--- src/hw/rtl/lc3x_cbuf.sv ---
// Character buffer for one step's console output, registered read.
// No package dependencies.
`default_nettype none
module lc3x_cbuf #(
	parameter int DEPTH = 64
) (
	input  wire logic                     clk,
	input  wire logic                     we,
	input  wire logic [$clog2(DEPTH)-1:0] waddr,
	input  wire logic [7:0]               wdata,
	input  wire logic                     re,
	input  wire logic [$clog2(DEPTH)-1:0] raddr,
	output logic [7:0]                    rdata
);
	logic [7:0] mem [DEPTH];

	always_ff @(posedge clk) begin
		if (we)
			mem[waddr] <= wdata;
		if (re)
			rdata <= mem[raddr];
	end
endmodule
`default_nettype wire

--- config.mk ---
export PLATFORM = sky130hd
export DESIGN_NAME = lc3x_cbuf
export DESIGN_NICKNAME = d
export VERILOG_FILES = /design/src/hw/rtl/lc3x_cbuf.sv
export SDC_FILE = /design/constraint.sdc
export NUM_CORES = 1
export LEC_CHECK = 0
export ABC_AREA = 1
export ABC_CLOCK_PERIOD_IN_PS = 3000
export BUFFER_PORTS_ARGS = -buffer_cell sky130_fd_sc_hd__buf_2
export CORE_ASPECT_RATIO = 0.75
export CORE_MARGIN = 5
export CORE_UTILIZATION = 40
export CTS_CLUSTER_DIAMETER = 60
export CTS_CLUSTER_SIZE = 40
export DETAILED_ROUTE_END_ITERATION = 10
export HOLD_SLACK_MARGIN = 0.02
export PLACE_DENSITY = 0.57
export SYNTH_ARGS = -nofsm -noshare
export SYNTH_HDL_FRONTEND = slang
export SYNTH_SLANG_ARGS = --single-unit
--- constraint.sdc ---
create_clock -name clk -period 3 [get_ports clk]
set_clock_uncertainty 0.2 [all_clocks]
set_input_delay 0.3 -clock clk [delete_from_list [all_inputs] [get_ports clk]]
set_output_delay 0.3 -clock clk [all_outputs]
set_load 0.005 [all_outputs]
==> metrics <==
Hold Crit Start=waddr[1]; via count=13800; fin crit share=77.9%; area of the multi-input gates=4950 µm²; DR pass1 iterations=5; global placer's final weighted congestion=0.881; # port buffers=30; overall die width=277 µm; hold depth=3; pwr dens=594 nW/µm²; WL final=55900 µm; WS Path Type=input port to flip-flop; Fmax=428 MHz; Detail Placement HPWL=34100 µm; Reg clk slew, reported paths=0.11 ns; Register-to-Register Path Depth=8; Worst-Skew Late Latency=0.62 ns; global-route wire length before repair=84600 µm; reg2reg end=rdata[0]; synth warn=0; Synth Register Bits=520; crit path DAT=2.38 ns; Post-CTS Setup Inserts=0; register area=15600 µm²; vias in the first global route=13000; CTS sink count=520; hold endpoint=mem[52][1]; Yosys cell types=15; Routed Antenna Nets=0; Netlist Area Pre-Place=21400 µm²; Synth Flop Type=edfxtp_1; Startpoint Class=input port; Num CTS Buffers=30; CP Cell Sequence=dlygate4sd3_1, buf_2, inv_1, nand4_1, buf_4, nor2_1; filler instances=4914; worst-case vdd ir drop=0.436 mV; via/cell ratio=5.35; max-slew violation count=0; wire per inst=21.6 µm; ratio of cells with drive above 1 in the final layout=9.14%; worst reg2reg startpoint=mem[19][0]; total gr overflow=0; full die area=58300 µm²; commonest non-fill, non-tap cell in the layout=nand2_1; kind of end point of the critical path=flip-flop; Layout area overhead=10.7%; leakage=8.46 nW; RSZ-0062 raised after global routing=no; CP max stage cell=nor2_1; Worst slew margin=35.4%; Avg Inst Size Synth=11.9 µm²; initial antenna violation count=4; CP Max Fanout=9; max incr delay on CP=0.61 ns; utilization after layout=44.8%; DRC=0; syn nets=1828; final setup fails=0; largest net degree at the start of global routing=124; core area=53000 µm²; Root Buffer Master=clkbuf_16; most frequent cells in the layout=nand2_1, edfxtp_1, nand3_1, buf_4, nor2_1; max_cap viols=0; Core Rows=73; setup TNS=0 ns; final instance area=23700 µm²; Initial Utilization=40.4%; Placed Area=22500 µm²; H-tree levels=1; CTS Buffer Depth=3; initial DRC count=1659; Total GRT Usage=18.8%; CTS tree=built; status=finished clean; Worst-Margin Slew=0.969 ns; Tmin final=2.34 ns; IO Count=31; Post-Synthesis Cells=1805; Die H=210 µm; Async SR Flop Fraction=0%; Layout Nets=1869; Seq/Total Area, Yosys=72.9%; Min Hold Slack=0.0966 ns; required time worst endpoint=3.05 ns; Hold Path Class=input port to flip-flop; hold violation count in the final report=0; Post-synth EDFFs=520; worst reg2reg setup slack=1.32 ns
repair_timing:
item | in CTS | in global routing
hold endpoints to repair | 118 | 0
gates resized for setup | 0 | 0
setup endpoints to repair | 0 | 0
hold buffers | 10 | 0
cells in the mapped netlist (8+ instances only):
cell | n | share of area [%]
nand2_1 | 648 | 11
edfxtp_1 | 520 | 73
nand3_1 | 439 | 10
nor2_1 | 56 | 0.98
buf_2 | 37 | 0.86
buf_6 | 35 | 1.8
clkbuf_1 | 15 | 0.26
buf_4 | 14 | 0.49
buf_1 | 10 | 0.18
inv_1 | 10 | 0.18
nand4_1 | 9 | 0.26
nor4_1 | 8 | 0.23
sequential cells by signal (all words and copies together) (netlist names):
signal	count
mem	512
rdata	8
where the power goes:
part           switching (W)  internal [W]
sequential         0.0000286       0.00804
clock                0.00285       0.00216
combinational       0.000736      0.000263
total                0.00361        0.0105
layer usage:
layer  track usage (%)  vias to the layer above  part of all wire [%]
met1              28.5                     6809                    46
met2              27.6                      540                    43
li1                  -                     6429                     -
met3              5.57                       45                    10
met4              2.98                        0                   1.5
met5                 0                        -                     0
logic make-up (layout without fill, tap and decap cells):
kind of cell,count (synthesis),in the layout,share of synthesized area (%)
simple gates,1160,1160,23.1
flops,520,520,72.9
buf+inv,125,190,4.01
other cells,0,2,0
worst max path at each step:
stage                      end  depth (start not counted)  slack, ns  startpoint
floorplan           mem[48][0]                          3       0.73          we
finish              mem[32][5]                          6       0.66    waddr[0]
detailed placement    rdata[6]                         12       0.52    raddr[0]
global route        mem[32][5]                          6       0.62    waddr[0]
CTS                 mem[32][5]                          6       0.68    waddr[0]
global placement      rdata[0]                         12       0.54    raddr[0]
through the flow:
step | total power (W) | cells | setup slack (ns)
after floorplan | 0.00879 | 1805 | 0.734
after global placement | 0.00921 | 2516 | 0.541
after detailed placement | 0.00922 | 2516 | 0.516
after CTS | 0.0142 | 2582 | 0.682
after global routing | 0.0146 | 2582 | 0.624
final | 0.0141 | 2584 | 0.664
worst max-delay path: cells and delay by family:
kind / cells / cell delay, ns
buffers and inverters: 4 / 1.22
AND/OR/NAND/NOR: 2 / 0.86
layout make-up:
cell class | count | area share [%]
Clock buffer | 31 | 3.27
Antenna cell | 2 | 0.0211
Inverter | 12 | 0.222
Timing Repair Buffer | 122 | 4.48
Sequential cell | 520 | 65.8
Clock inverter | 25 | 1.55
Tap cell | 712 | 3.76
Multi-Input combinational cell | 1160 | 20.9
No activity file was read; power rests on OpenSTA's default activity.
